[src/wstd_pkg.sv]
// Shared constants, codes and types of the work-stealing task dispatch block.
package wstd_pkg;

  // Sizes of the queue store. Both must stay powers of two: a store address is
  // the queue index concatenated with the slot index.
  localparam int MAX_WORKERS = 8;
  localparam int QUEUE_DEPTH = 16;
  localparam int TASK_BITS   = 16;

  // Derived widths.
  localparam int W_W      = $clog2(MAX_WORKERS);       // worker index
  localparam int WC_W     = 4;                         // worker_count register
  localparam int THR_W    = 5;                         // steal_threshold register
  localparam int QA_W     = $clog2(QUEUE_DEPTH);       // slot index inside a queue
  localparam int QC_W     = $clog2(QUEUE_DEPTH + 1);   // queue occupancy
  localparam int RAM_DEPTH = MAX_WORKERS * QUEUE_DEPTH;
  localparam int RAM_AW   = W_W + QA_W;

  // Stream payload widths, rounded up to whole bytes.
  localparam int IN_DATA_W  = ((TASK_BITS + W_W + 7) / 8) * 8;
  localparam int OUT_DATA_W = ((TASK_BITS + W_W + 7) / 8) * 8;
  localparam int IN_USER_W  = 1;
  localparam int OUT_USER_W = 3;

  // Configuration port.
  localparam int CFG_IDX_W  = 1;
  localparam int CFG_DATA_W = 5;
  localparam logic [CFG_IDX_W-1:0] REG_WORKER_COUNT    = 1'd0;
  localparam logic [CFG_IDX_W-1:0] REG_STEAL_THRESHOLD = 1'd1;

  // Register reset values and limits.
  localparam logic [WC_W-1:0]  WORKER_COUNT_RESET = 4'd8;
  localparam logic [THR_W-1:0] THRESHOLD_RESET    = 5'd4;
  localparam logic [THR_W-1:0] MIN_THRESHOLD      = 5'd2;

  // Request opcodes.
  localparam logic OP_SUBMIT  = 1'b0;
  localparam logic OP_REQUEST = 1'b1;

  // One accepted request together with the effective configuration.
  typedef struct packed {
    logic                 op;
    logic [TASK_BITS-1:0] task_id;
    logic [W_W-1:0]       worker;
    logic [WC_W-1:0]      wc;
    logic [THR_W-1:0]     thr;
  } req_t;

  // One result.
  typedef struct packed {
    logic                 got_task;
    logic [TASK_BITS-1:0] task_out;
    logic                 was_stolen;
    logic [W_W-1:0]       target_worker;
    logic                 dropped;
  } res_t;

endpackage

[src/wstd_ram.sv]
// Generic single-write, single-read RAM with registered read data.
module wstd_ram #(
  parameter int WIDTH = 16,
  parameter int DEPTH = 128
) (
  input  logic                     clk,
  input  logic                     we,
  input  logic [$clog2(DEPTH)-1:0] waddr,
  input  logic [WIDTH-1:0]         wdata,
  input  logic                     re,
  input  logic [$clog2(DEPTH)-1:0] raddr,
  output logic [WIDTH-1:0]         rdata
);

  logic [WIDTH-1:0] mem [DEPTH];

  // Write port.
  always_ff @(posedge clk) begin
    if (we) begin
      mem[waddr] <= wdata;
    end
  end

  // Registered read port.
  always_ff @(posedge clk) begin
    if (re) begin
      rdata <= mem[raddr];
    end
  end

endmodule

[src/wstd_ctrl.sv]
// Sequencer of the dispatch block: queue pointers, victim scan and task moves.
module wstd_ctrl (
  input  logic                           clk,
  input  logic                           rst_n,
  input  logic                           start,
  input  wstd_pkg::req_t                 item,
  output logic                           idle,
  output logic                           res_valid,
  input  logic                           res_ready,
  output wstd_pkg::res_t                 res,
  output logic                           ram_we,
  output logic [wstd_pkg::RAM_AW-1:0]    ram_waddr,
  output logic [wstd_pkg::TASK_BITS-1:0] ram_wdata,
  output logic                           ram_re,
  output logic [wstd_pkg::RAM_AW-1:0]    ram_raddr,
  input  logic [wstd_pkg::TASK_BITS-1:0] ram_rdata
);

  localparam logic [2:0] S_IDLE = 3'd0;
  localparam logic [2:0] S_DEC  = 3'd1;
  localparam logic [2:0] S_SCAN = 3'd2;
  localparam logic [2:0] S_MOVE = 3'd3;
  localparam logic [2:0] S_DONE = 3'd4;

  logic [2:0]                   state_r, state_nxt;
  wstd_pkg::req_t               item_r, item_nxt;
  wstd_pkg::res_t               res_r, res_nxt;
  logic [wstd_pkg::W_W-1:0]     rr_r, rr_nxt;
  logic [wstd_pkg::QA_W-1:0]    head_r [wstd_pkg::MAX_WORKERS];
  logic [wstd_pkg::QA_W-1:0]    head_nxt [wstd_pkg::MAX_WORKERS];
  logic [wstd_pkg::QC_W-1:0]    count_r [wstd_pkg::MAX_WORKERS];
  logic [wstd_pkg::QC_W-1:0]    count_nxt [wstd_pkg::MAX_WORKERS];
  logic [wstd_pkg::WC_W-1:0]    k_r, k_nxt;
  logic [wstd_pkg::W_W-1:0]     v_r, v_nxt;
  logic [wstd_pkg::W_W-1:0]     victim_r, victim_nxt;
  logic [wstd_pkg::QC_W-1:0]    pops_r, pops_nxt;
  logic [wstd_pkg::QA_W-1:0]    widx_r, widx_nxt;
  logic                         first_r, first_nxt;
  logic                         pend_r, pend_nxt;
  logic                         pend_first_r, pend_first_nxt;

  logic [wstd_pkg::W_W-1:0]     cur_q;
  logic [wstd_pkg::QA_W-1:0]    head_cur;
  logic [wstd_pkg::QC_W-1:0]    cnt_cur;
  logic [wstd_pkg::W_W-1:0]     sel;
  logic [wstd_pkg::WC_W-1:0]    rr_inc;
  logic [wstd_pkg::WC_W-1:0]    req_inc;
  logic [wstd_pkg::WC_W-1:0]    v_inc;
  logic                         req_ok;
  logic                         victim_ok;

  // The one pointer/occupancy read port, steered by the sequencer.
  assign head_cur = head_r[cur_q];
  assign cnt_cur  = count_r[cur_q];

  // Round-robin choice and the wrapped successors used by submit and scan.
  assign sel     = ({1'b0, rr_r} < item_r.wc) ? rr_r : '0;
  assign rr_inc  = {1'b0, sel} + 1'b1;
  assign req_inc = {1'b0, item_r.worker} + 1'b1;
  assign v_inc   = {1'b0, v_r} + 1'b1;
  assign req_ok  = ({1'b0, item_r.worker} < item_r.wc);
  assign victim_ok = ({{wstd_pkg::THR_W{1'b0}}, cnt_cur} >=
                      {{wstd_pkg::QC_W{1'b0}}, item_r.thr});

  // Next-state logic of the sequencer.
  always_comb begin
    state_nxt      = state_r;
    item_nxt       = item_r;
    res_nxt        = res_r;
    rr_nxt         = rr_r;
    head_nxt       = head_r;
    count_nxt      = count_r;
    k_nxt          = k_r;
    v_nxt          = v_r;
    victim_nxt     = victim_r;
    pops_nxt       = pops_r;
    widx_nxt       = widx_r;
    first_nxt      = first_r;
    pend_nxt       = pend_r;
    pend_first_nxt = pend_first_r;
    cur_q          = item_r.worker;
    ram_we         = 1'b0;
    ram_waddr      = '0;
    ram_wdata      = item_r.task_id;
    ram_re         = 1'b0;
    ram_raddr      = '0;

    unique case (state_r)
      S_IDLE: begin
        if (start) begin
          item_nxt  = item;
          res_nxt   = '0;
          state_nxt = S_DEC;
        end
      end

      S_DEC: begin
        if (item_r.op == wstd_pkg::OP_SUBMIT) begin
          // Submit: append at the newest end of the round-robin queue.
          cur_q = sel;
          rr_nxt = (rr_inc >= item_r.wc) ? '0 : rr_inc[wstd_pkg::W_W-1:0];
          res_nxt.target_worker = sel;
          if (cnt_cur >= wstd_pkg::QC_W'(wstd_pkg::QUEUE_DEPTH)) begin
            res_nxt.dropped = 1'b1;
          end else begin
            ram_we         = 1'b1;
            ram_waddr      = {sel, head_cur + cnt_cur[wstd_pkg::QA_W-1:0]};
            count_nxt[sel] = cnt_cur + 1'b1;
          end
          state_nxt = S_DONE;
        end else begin
          // Request: own queue first, otherwise start the victim scan.
          cur_q = item_r.worker;
          if (!req_ok) begin
            state_nxt = S_DONE;
          end else if (cnt_cur != '0) begin
            victim_nxt            = item_r.worker;
            pops_nxt              = wstd_pkg::QC_W'(1);
            first_nxt             = 1'b1;
            res_nxt.got_task      = 1'b1;
            res_nxt.target_worker = item_r.worker;
            state_nxt             = S_MOVE;
          end else begin
            k_nxt     = wstd_pkg::WC_W'(1);
            v_nxt     = (req_inc >= item_r.wc) ? '0 : req_inc[wstd_pkg::W_W-1:0];
            state_nxt = S_SCAN;
          end
        end
      end

      S_SCAN: begin
        // One candidate victim per cycle against the threshold.
        cur_q = v_r;
        if (k_r >= item_r.wc) begin
          state_nxt = S_DONE;
        end else if (victim_ok) begin
          victim_nxt                = v_r;
          pops_nxt                  = cnt_cur >> 1;
          first_nxt                 = 1'b1;
          widx_nxt                  = '0;
          head_nxt[item_r.worker]   = '0;
          count_nxt[item_r.worker]  = '0;
          res_nxt.got_task          = 1'b1;
          res_nxt.was_stolen        = 1'b1;
          res_nxt.target_worker     = v_r;
          state_nxt                 = S_MOVE;
        end else begin
          k_nxt = k_r + 1'b1;
          v_nxt = (v_inc >= item_r.wc) ? '0 : v_inc[wstd_pkg::W_W-1:0];
        end
      end

      S_MOVE: begin
        // Pop the victim's oldest entries, one read a cycle; the first one is
        // handed out, the rest land in the requester's queue in the cycle after their read.
        cur_q = victim_r;
        if (pops_r != '0) begin
          ram_re               = 1'b1;
          ram_raddr            = {victim_r, head_cur};
          head_nxt[victim_r]   = head_cur + 1'b1;
          count_nxt[victim_r]  = cnt_cur - 1'b1;
          pops_nxt             = pops_r - 1'b1;
          pend_nxt             = 1'b1;
          pend_first_nxt       = first_r;
          first_nxt            = 1'b0;
        end else begin
          pend_nxt = 1'b0;
        end
        if (pend_r) begin
          if (pend_first_r) begin
            res_nxt.task_out = ram_rdata;
          end else begin
            ram_we                   = 1'b1;
            ram_waddr                = {item_r.worker, widx_r};
            ram_wdata                = ram_rdata;
            widx_nxt                 = widx_r + 1'b1;
            count_nxt[item_r.worker] = wstd_pkg::QC_W'(widx_r) + 1'b1;
          end
        end
        if (pops_r == '0 && !pend_r) begin
          state_nxt = S_DONE;
        end
      end

      S_DONE: begin
        if (res_ready) begin
          state_nxt = S_IDLE;
        end
      end

      default: begin
        state_nxt = S_IDLE;
      end
    endcase
  end

  // Control registers.
  always_ff @(posedge clk) begin
    if (!rst_n) begin
      state_r <= S_IDLE;
      rr_r    <= '0;
      pend_r  <= 1'b0;
      for (int i = 0; i < wstd_pkg::MAX_WORKERS; i++) begin
        head_r[i]  <= '0;
        count_r[i] <= '0;
      end
    end else begin
      state_r <= state_nxt;
      rr_r    <= rr_nxt;
      pend_r  <= pend_nxt;
      head_r  <= head_nxt;
      count_r <= count_nxt;
    end
  end

  // Working registers of the current request.
  always_ff @(posedge clk) begin
    item_r       <= item_nxt;
    res_r        <= res_nxt;
    k_r          <= k_nxt;
    v_r          <= v_nxt;
    victim_r     <= victim_nxt;
    pops_r       <= pops_nxt;
    widx_r       <= widx_nxt;
    first_r      <= first_nxt;
    pend_first_r <= pend_first_nxt;
  end

  assign idle      = (state_r == S_IDLE);
  assign res_valid = (state_r == S_DONE);
  assign res       = res_r;

endmodule

[src/work_stealing_task_dispatch.sv]
// Top level of the work-stealing task dispatch block.
//
// Eight bounded task queues of sixteen entries share one task store; a
// sequencer with a single occupancy read port and a single store read port
// serves one request at a time and holds in_tready low meanwhile. A submit,
// or a request from a worker beyond worker_count, passes through decode to
// completion; a request served from the worker's own queue also pops one
// entry on the way. A request that must steal scans the other workers in turn
// (up to worker_count - 1) and then pops the victim's older half of n entries
// through the store's registered read port, one entry a cycle. A scan that
// finds no victim ends in the cycle after its last candidate. The longest
// request is a steal of eight entries from the seventh candidate. in_tready
// rises again together with a result entering the output register, so the
// next request is accepted while a finished result still waits for
// out_tready; a second result waits inside the sequencer until the first one
// is taken. The task store needs no clearing after reset.
module work_stealing_task_dispatch (
  input  logic                            clk,
  input  logic                            rst_n,
  // Input stream. tdata: task_id, worker. tuser: opcode.
  input  logic                            in_tvalid,
  output logic                            in_tready,
  input  logic [wstd_pkg::IN_DATA_W-1:0]  in_tdata,
  input  logic [wstd_pkg::IN_USER_W-1:0]  in_tuser,
  // Result stream. tdata: task_out, target_worker.
  // tuser: got_task, was_stolen, dropped.
  output logic                            out_tvalid,
  input  logic                            out_tready,
  output logic [wstd_pkg::OUT_DATA_W-1:0] out_tdata,
  output logic [wstd_pkg::OUT_USER_W-1:0] out_tuser,
  // Configuration write channel.
  input  logic                            cfg_valid,
  output logic                            cfg_ready,
  input  logic [wstd_pkg::CFG_IDX_W-1:0]  cfg_index,
  input  logic [wstd_pkg::CFG_DATA_W-1:0] cfg_data
);

  logic [wstd_pkg::WC_W-1:0]      wc_cfg_r;
  logic [wstd_pkg::THR_W-1:0]     thr_cfg_r;
  logic [wstd_pkg::WC_W-1:0]      wc_eff;
  logic [wstd_pkg::THR_W-1:0]     thr_eff;
  wstd_pkg::req_t                 item;
  wstd_pkg::res_t                 res;
  wstd_pkg::res_t                 out_res_r;
  logic                           out_valid_r, out_valid_nxt;
  logic                           ctrl_idle;
  logic                           res_valid;
  logic                           res_ready;
  logic                           start;
  logic                           ram_we;
  logic [wstd_pkg::RAM_AW-1:0]    ram_waddr;
  logic [wstd_pkg::TASK_BITS-1:0] ram_wdata;
  logic                           ram_re;
  logic [wstd_pkg::RAM_AW-1:0]    ram_raddr;
  logic [wstd_pkg::TASK_BITS-1:0] ram_rdata;

  // Configuration registers; writes are always taken.
  assign cfg_ready = 1'b1;

  always_ff @(posedge clk) begin
    if (!rst_n) begin
      wc_cfg_r  <= wstd_pkg::WORKER_COUNT_RESET;
      thr_cfg_r <= wstd_pkg::THRESHOLD_RESET;
    end else if (cfg_valid && cfg_ready) begin
      unique case (cfg_index)
        wstd_pkg::REG_WORKER_COUNT:    wc_cfg_r  <= cfg_data[wstd_pkg::WC_W-1:0];
        wstd_pkg::REG_STEAL_THRESHOLD: thr_cfg_r <= cfg_data[wstd_pkg::THR_W-1:0];
        default: begin
        end
      endcase
    end
  end

  // Effective worker count and threshold after clamping.
  always_comb begin
    priority if (wc_cfg_r == '0) begin
      wc_eff = wstd_pkg::WC_W'(1);
    end else if (wc_cfg_r > wstd_pkg::WC_W'(wstd_pkg::MAX_WORKERS)) begin
      wc_eff = wstd_pkg::WC_W'(wstd_pkg::MAX_WORKERS);
    end else begin
      wc_eff = wc_cfg_r;
    end
  end

  assign thr_eff = (thr_cfg_r < wstd_pkg::MIN_THRESHOLD) ? wstd_pkg::MIN_THRESHOLD : thr_cfg_r;

  // Unpack the input request.
  assign item.op      = in_tuser[0];
  assign item.task_id = in_tdata[wstd_pkg::TASK_BITS-1:0];
  assign item.worker  = in_tdata[wstd_pkg::TASK_BITS +: wstd_pkg::W_W];
  assign item.wc      = wc_eff;
  assign item.thr     = thr_eff;

  assign in_tready = ctrl_idle;
  assign start     = in_tvalid && in_tready;

  wstd_ctrl u_ctrl (
    .clk       (clk),
    .rst_n     (rst_n),
    .start     (start),
    .item      (item),
    .idle      (ctrl_idle),
    .res_valid (res_valid),
    .res_ready (res_ready),
    .res       (res),
    .ram_we    (ram_we),
    .ram_waddr (ram_waddr),
    .ram_wdata (ram_wdata),
    .ram_re    (ram_re),
    .ram_raddr (ram_raddr),
    .ram_rdata (ram_rdata)
  );

  wstd_ram #(
    .WIDTH (wstd_pkg::TASK_BITS),
    .DEPTH (wstd_pkg::RAM_DEPTH)
  ) u_store (
    .clk   (clk),
    .we    (ram_we),
    .waddr (ram_waddr),
    .wdata (ram_wdata),
    .re    (ram_re),
    .raddr (ram_raddr),
    .rdata (ram_rdata)
  );

  // Output register: loads when empty or when its result is being taken.
  assign res_ready = !out_valid_r || out_tready;

  always_comb begin
    out_valid_nxt = out_valid_r;
    if (res_valid && res_ready) begin
      out_valid_nxt = 1'b1;
    end else if (out_tready) begin
      out_valid_nxt = 1'b0;
    end
  end

  always_ff @(posedge clk) begin
    if (!rst_n) begin
      out_valid_r <= 1'b0;
    end else begin
      out_valid_r <= out_valid_nxt;
    end
  end

  always_ff @(posedge clk) begin
    if (res_valid && res_ready) begin
      out_res_r <= res;
    end
  end

  // Pack the result.
  assign out_tvalid = out_valid_r;
  assign out_tdata  = wstd_pkg::OUT_DATA_W'({out_res_r.target_worker, out_res_r.task_out});
  assign out_tuser  = {out_res_r.dropped, out_res_r.was_stolen, out_res_r.got_task};

endmodule

[config.mk]
export PLATFORM = sky130hd
export DESIGN_NAME = work_stealing_task_dispatch
export DESIGN_NICKNAME = d
export VERILOG_FILES = /design/src/wstd_pkg.sv /design/src/wstd_ram.sv /design/src/wstd_ctrl.sv /design/src/work_stealing_task_dispatch.sv
export SDC_FILE = /design/constraint.sdc
export NUM_CORES = 2
export LEC_CHECK = 0
export ABC_CLOCK_PERIOD_IN_PS = 7790
export BUFFER_PORTS_ARGS = -buffer_cell sky130_fd_sc_hd__buf_2
export CORE_MARGIN = 2
export CORE_UTILIZATION = 35
export CTS_BUF_LIST = sky130_fd_sc_hd__clkbuf_8
export DETAILED_ROUTE_END_ITERATION = 8
export MAX_ROUTING_LAYER = met4
export PLACE_DENSITY = 0.53
export SYNTH_ARGS = -nofsm -noshare
export SYNTH_HDL_FRONTEND = slang
export SYNTH_SLANG_ARGS = --single-unit
export TNS_END_PERCENT = 10
[constraint.sdc]
create_clock -name clk -period 7.79 [get_ports clk]
set_input_delay 1.558 -clock clk [delete_from_list [all_inputs] [get_ports clk]]
set_output_delay 1.558 -clock clk [all_outputs]
set_load 0.1 [all_outputs]
After elaboration in Yosys (flattened, before gate mapping)
Memory sizes are Yosys's and may differ from the RTL's. A register that Yosys moved wholly into a read port is not among the register bits.
Cells that the tools add are included.
- bits in read-only memories: 0
- input bits: 36
- register bits after elaboration: 183
- bits in latches: 0
- memory bits (writable): 2048
- logic and storage cells: 268
- memories: 1
- output and inout port bits: 30
- memory list (name ; depth ; bits a word ; read ports ; clocked after memory_dff ; write ports ; line ; source):
    u_store.mem ; 128 ; 16 ; 1 ; 1 ; 1 ; wstd_ram.sv:15 ; logic [WIDTH-1:0] mem [DEPTH];
- add/sub/neg operators: 11
- equality and inequality tests: 24
- shift-type cells: 0
- div/mod/pow operators: 0
- multiplexer cells: 120
- order comparisons: 17
- $mul: 0
- reductions and logical operators: 40
- bitwise gates (word level): 10
- operators by type and width (kind ; number):
    $mux W40 ; 8
    $bwmux W40 ; 3
    $pmux W40 S3 ; 1
    $mux W32 ; 3
    $mux W16 ; 5
    $mux W3 ; 23
    $mux W4 ; 16
    $pmux W32 S2 ; 1
    $mux W5 ; 11
    $demux W5 S3 ; 3
    $mux W7 ; 6
    $and A40 B40 Y40 ; 1
    $not A40 Y40 ; 1
    $and A32 B32 Y32 ; 1
    $bwmux W32 ; 1
    $not A32 Y32 ; 1
    $pmux W16 S2 ; 1
    $demux W4 S3 ; 2
    $mux W22 ; 1
    $ne A2 B1 Y1 const B ; 11
    $reduce_and A4 Y1 ; 5
    $mux W1 ; 19
    $pmux W3 S3 ; 2
    $reduce_and A6 Y1 ; 3
    44 further kinds ; 93

Logic depth before layout (Yosys ltp)
- word-level depth: 16
- mapped depth: 27
- depth with buffers taken out: 23

Cells and area by module
From an unflattened synthesis, not the netlist that was laid out.
- cells, all modules: 4308
- area total of the unflattened synthesis: 89569.7 um^2
- modules (own cells, without submodules) (module ; cells an instance ; seq. area each (um^2) ; instances ; area each (um^2)):
    wstd_ram ; 3086 ; 61979.4 ; 1 ; 78683.0
    wstd_ctrl ; 1137 ; 3743.6 ; 1 ; 9699.3
    work_stealing_task_dispatch ; 85 ; 860.8 ; 1 ; 1187.4

Worst setup path before layout
OpenSTA, ideal clock, no wires.
- kind: reg-to-reg
- start point: register u_ctrl.item_r[6] in the netlist's numbering
- end point: memory u_store.mem[117][0], enable pin
- cell stages (with the launch flop): 22
- arrival: 5.714 ns
- period minus slack after synthesis: 6.144 ns
- data required time: 7.360 ns
- path slack: 1.646 ns
- path through: edfxtp_1 -> inv_1 -> ha_1 -> nor2_1 -> o31a_2 -> buf_4 -> nand3_1 -> nand2_1 -> buf_4 -> buf_4 -> mux2_2 -> o21ai_1 -> clkbuf_1 -> ha_1 -> nor2_1 -> a21oi_1 -> o21a_1 -> nor3_1 -> o21ai_2 -> nand2_1 -> buf_2 -> nor4_1
- longest elaborated chain between the ends: 14
- elaborated cells between the ends (all ways): 21
- those cells by class: add/sub: 1; order compare: 2; mux: 17; bitwise: 1
- ends and longest elaborated chain (element ; line ; source):
    start: declaration ; wstd_ctrl.sv:26 ; wstd_pkg::req_t item_r, item_nxt;
    start signal: assignment ; wstd_ctrl.sv:218 ; item_r <= item_nxt;
    $lt A3 B4 Y1 * ; wstd_ctrl.sv:57 ; assign sel = ({1'b0, rr_r} < item_r.wc) ? rr_r : '0;
    $mux W3 * ; wstd_ctrl.sv:57 ;
    $mux W3 ; wstd_ctrl.sv:98 ; if (item_r.op == wstd_pkg::OP_SUBMIT) begin
    $pmux W3 S3 ; wstd_ctrl.sv:88 ; unique case (state_r)
    $not A3 Y4 (implied by the code) ; wstd_ctrl.sv:53, wstd_ctrl.sv:54 ;
    $bmux W5 S3 ; wstd_ctrl.sv:54 ; assign cnt_cur = count_r[cur_q];
    $mux W5 (implied by the code) (2 in series) ; wstd_ctrl.sv:54 ;
    $ge A5 B5 Y1 ; wstd_ctrl.sv:103 ; if (cnt_cur >= wstd_pkg::QC_W'(wstd_pkg::QUEUE_DEPTH)) begin
    $mux W1 ; wstd_ctrl.sv:103 ;
    $mux W1 ; wstd_ctrl.sv:98 ;
    $pmux W1 S2 ; wstd_ctrl.sv:88 ;
    $mux W1 ; wstd_ram.sv:19 ; if (we) begin
    $mux W1 (implied by the code) ; wstd_ram.sv:20 ; mem[waddr] <= wdata;
    end: declaration ; wstd_ram.sv:15 ;
Mark *: on every way between the ends. The rest lies on a longest branch, timed or not. The select of a mux whose other input is x is not followed.

Worst setup path after layout
- start point: register u_ctrl.state_r[1]
- end point: register u_store.rdata[9], read port of u_store.mem, data pin
- longest elaborated chain between the ends: 8
- elaborated cells between the ends (all ways): 11
- those cells by class: eq/ne: 3; mux: 7; bitwise: 1
- ends and longest elaborated chain (element ; line ; source):
    start: declaration ; wstd_ctrl.sv:25 ; logic [2:0] state_r, state_nxt;
    start signal: assignment ; wstd_ctrl.sv:208 ; state_r <= state_nxt;
    $eq A3 B2 Y1 / $eq A3 B1 Y1 (equally long branches) ; wstd_ctrl.sv:88 ;
    $pmux W3 S3 ; wstd_ctrl.sv:88 ;
    $not A3 Y4 (implied by the code) ; wstd_ctrl.sv:53 ; assign head_cur = head_r[cur_q];
    $bmux W4 S3 ; wstd_ctrl.sv:53 ;
    $mux W4 (implied by the code) (2 in series) ; wstd_ctrl.sv:53 ;
    $mux W7 ; wstd_ctrl.sv:157 ; if (pops_r != '0) begin
    $mux W7 ; wstd_ctrl.sv:88 ;
    end: declaration ; wstd_ram.sv:12 ; output logic [WIDTH-1:0] rdata
Parallel ways exist; a longest one is shown, timed or not. The select of a mux whose other input is x is not followed.
A chain may end at the register's enable or synchronous reset.

==> metrics.md <==
| Metric | Value |
|---|---|
| Global route overflow | `0` |
| DIE HEIGHT | `between 500 and 600 um` |
| Routability cong. | `roughly 0.94` |
| Worst Path Class, Setup | `reg2reg` |
| R2r setup slk | `between 0.4 and 0.5 ns` |
| Kind of start point of the critical path | `flop` |
| Outcome | `finished, final reports clean` |
| Max_cap viols | `0` |
| Largest family of logic cells by synthesized area | `compound AO/OA/AOI/OAI gates` |
| Synth unique cells | `~110` |
| Antenna violations before repair | `13` |
| Worst-margin pin slew | `approximately 1.3 ns` |
| DRT antenna net count | `0` |
| Leakage | `35.9 nW` |
| Mux contribution to synthesized area | `under 10%` |
| Die W | `519 um` |
| Final core occ | `40.4%` |
| Critical path depth | `14` |
| Final Cycle Share | `between 90% and 100%` |
| GRT Total Usage | `23.2%` |
| Reg2reg start | `u_ctrl.state_r[1]$_SDFFE_PN0P_` |
| Vias in the first global route | `a little under 60000` |
| Min cycle time layout | `around 7.3 ns` |
| Clock skew | `0.107 ns` |
| Clock root buffer | `clkbuf_8` |
| Slowest CP cell | `dfxtp_1` |
| Worst skew pair latency | `1.12 ns` |
| Hold Crit Depth | `0` |
| Post-Synthesis Cells | `between 6000 and 7000` |
| Maximum vdd drop | `0.216 mV` |
| First-pass GRT wire length | `between 400 and 500 mm` |
| Synth Flop Type | `edfxtp_1` |
| Crit path from | `u_ctrl.state_r[1]$_SDFFE_PN0P_` |
| PortBufs | `54` |
| Wirelength, routed | `between 300 and 400 mm` |
| Residual DRC | `0` |
| Die area | `about 270000 um^2` |
| Routed length per instance | `between 20 and 30 um` |
| #FFs+latches synth | `2247` |
| Final TNS setup | `0 ns` |
| Yosys top cell area share | `a little over two thirds` |
| Synth Area per Inst | `approximately 14 um^2` |
| Yosys warning count | `0` |
| # resized after CTS | `0` |
| Worst slew margin | `between 10% and 20%` |
| Via count | `61900` |
| RR Endpoint | `u_store.rdata[9]$_DFFE_PP_` |
| DR pass1 iterations | `7` |
| Synth Area in Compound Gates | `about 10%` |
| CP required | `8.66 ns` |
| Worst Hold Class | `reg2reg` |
| Vias per cell | `around 5.7` |
| Synth top area cells | `edfxtp_1 70%, nand2_1 4.9%, mux2i_1 3.6%` |
| Async set-reset flop share out of synthesis | `0%` |
| Cell mode on critical path | `buf_4` |
| Worst-path clk slew | `approximately 0.06 ns` |
| Largest net degree at the start of global routing | `96` |
| Htree depth | `5` |
| Core ar. | `between 200000 and 300000 um^2` |
| Fmax | `136 MHz` |
| Sequential element share of the synthesized area | `between 70% and 80%` |
| Cell area after synthesis | `~93000 um^2` |
| Delay-heaviest family, CP | `compound AO/OA/AOI/OAI gates` |
| Fraction of layout cells with a size suffix above 1 | `16.5%` |
| Final Hold Viols | `0` |
| Buf+Inv Stages, Crit Path | `3` |
| Commonest cells post-synth | `2158 x edfxtp_1, 1222 x nand2_1, 335 x a21oi_1` |
| Simple-gate area share of the yosys netlist | `under 10%` |
| CTS tree | `done` |
| Clock tree buffer depth | `4` |
| Final setup violation count | `0` |
| Most area-hungry cell type in the Yosys netlist | `edfxtp_1` |
| Hold Buf Count CTS | `0` |
| Reg2reg path depth | `14` |
| Worst-path fanout max | `31` |
| Nets | `around 7100` |
| Adder-cell share of the synthesized area | `less than 1%` |
| Total CTS buffers | `391` |
| Area grow syn2layout | `14.6%` |
| CP cell instances | `nor2_1 > o21ai_4 > buf_4 > o21a_1 > o211ai_1 > a22o_1 > nor2_4 > nor2_4 > buf_4 > a2111oi_0 > o21ai_1 > a311oi_1 > nor3_1 > buf_4` |
| Worst path arrival time | `~8.2 ns` |
| Worst setup EP type | `flop` |
| EDFF count, synth | `between 2000 and 2500` |
| Initial core utilization | `a little over a third` |
| Setup Fix Bufs, Post-CTS | `0` |
| Clk sinks | `around 2200` |
| DP Wirelength | `around 190 mm` |
| FP Rows | `around 190` |
| Top Ports | `66` |
| Worst setup endpoint | `u_store.rdata[9]$_DFFE_PP_` |
| # fillers | `roughly 25000` |
| PD cells | `269 nW/um^2` |
| DR iter-0 viols | `about 7700` |
| RSZ-0062 raised after global routing | `no` |
| CP max stage delay | `between 1 and 1.5 ns` |
| Count leader, synth | `edfxtp_1` |
| Synth Area in XOR/XNOR | `less than 1%` |
| Final slew viol count | `0` |
## metal layers
metal | share of wire (%) | global-route usage (%) | vias up
met5 | 0 | - | -
met4 | 4.1 | 9.22 | 0
met3 | 9.2 | 4.30 | 559
met2 | 44 | 34.0 | 3193
met1 | 42 | 31.9 | 31600
li1 | - | - | 26600
## final cells by class
type                       instances  area (um^2)  area share (%)
tap                             3515         4400            4.14
inverter                          40          163           0.153
multi-input combinational       3913        24400            22.9
timing repair buffer             472         3750            3.53
antenna                           10         25.0          0.0236
clock buffer                     402         5530            5.21
clock inverter                   277         1410            1.33
sequential                      2247        66600            62.7
## logic make-up (layout without fill, tap and decap cells)
| kind of cell | after synthesis | in the layout |
|---|---|---|
| flip-flops | 2247 | 2247 |
| AND/OR/NAND/NOR | 2058 | 2058 |
| AO/OA/AOI/OAI | 1405 | 1405 |
| buffers and inverters | 514 | 1191 |
| multiplexers | 387 | 387 |
| adder cells (fa/ha/maj) | 38 | 38 |
| XOR/XNOR | 19 | 19 |
| other | 2 | 16 |
## stage by stage
stage / total power, mW / hold WS, ns / setup slack [ns] / cell area [um^2] / cells
2_1_floorplan: 17.0 / 0.400 / 1.65 / 92700 / 6674
3_3_place_gp: 18.8 / 0.407 / 1.00 / 99200 / 10200
3_5_place_dp: 18.8 / 0.405 / 0.795 / 99200 / 10200
4_1_cts: 28.6 / 0.416 / 0.771 / 106000 / 10900
5_1_grt: 29.5 / 0.428 / 0.427 / 106000 / 10900
6_report: 28.6 / 0.413 / 0.447 / 106000 / 10900
## flip-flops by register name (all words and copies together), names as in the netlist, 4 cells and up
| signal | count |
|---|---|
| u_ctrl.pops_r | 5 |
| u_ctrl.item_r | 29 |
| u_ctrl.k_r | 4 |
| out_tdata | 19 |
| u_ctrl.count_r | 40 |
| thr_cfg_r | 5 |
| u_ctrl.head_r | 32 |
| u_store.rdata | 16 |
| u_ctrl.res | 22 |
| u_ctrl.widx_r | 4 |
| wc_cfg_r | 4 |
| u_store.mem | 2048 |
## how the worst min path moves through the flow
| stage | start | endpoint | slack, ns |
|---|---|---|---|
| after floorplan | u_ctrl.res[5]$_SDFFCE_PP0P_ | out_tdata[0]$_DFFE_PP_ | 0.40 |
| after global placement | u_ctrl.first_r$_DFFE_PP_ | u_ctrl.pend_first_r$_DFFE_PP_ | 0.41 |
| after detailed placement | u_ctrl.res[10]$_SDFFCE_PP0P_ | out_tdata[5]$_DFFE_PP_ | 0.41 |
| after CTS | u_ctrl.res[10]$_SDFFCE_PP0P_ | out_tdata[5]$_DFFE_PP_ | 0.42 |
| after global routing | u_ctrl.res[7]$_SDFFCE_PP0P_ | out_tdata[2]$_DFFE_PP_ | 0.43 |
| final | u_ctrl.res[10]$_SDFFCE_PP0P_ | out_tdata[5]$_DFFE_PP_ | 0.41 |
## cells in the final DEF, fill, tap and decap left out, drive strengths merged, types with 25 or more instances in the layout
cell type / n
buf: 472
ha: 38
clkinv: 140
a22oi: 54
o22ai: 209
inv: 160
mux4: 33
nor2b: 69
o211ai: 56
dfxtp: 89
a221oi: 32
a311oi: 35
a31oi: 126
a211oi: 25
clkbuf: 402
a21oi: 339
edfxtp: 2158
o31ai: 27
nor2: 167
mux2i: 330
nand2: 1229
and3: 41
o21ai: 168
nor3: 140
a2111oi: 25
a32oi: 76
nand3: 294
o221ai: 98
nor4: 34
## where the power goes
part / switching (mW) / total, mW / internal, mW
clock network: 4.78 / 9.87 / 5.09
registers: 0.200 / 14.4 / 14.2
logic: 3.37 / 4.26 / 0.889
total: 8.35 / 28.6 / 20.2
(Power assumes the default switching activity.)
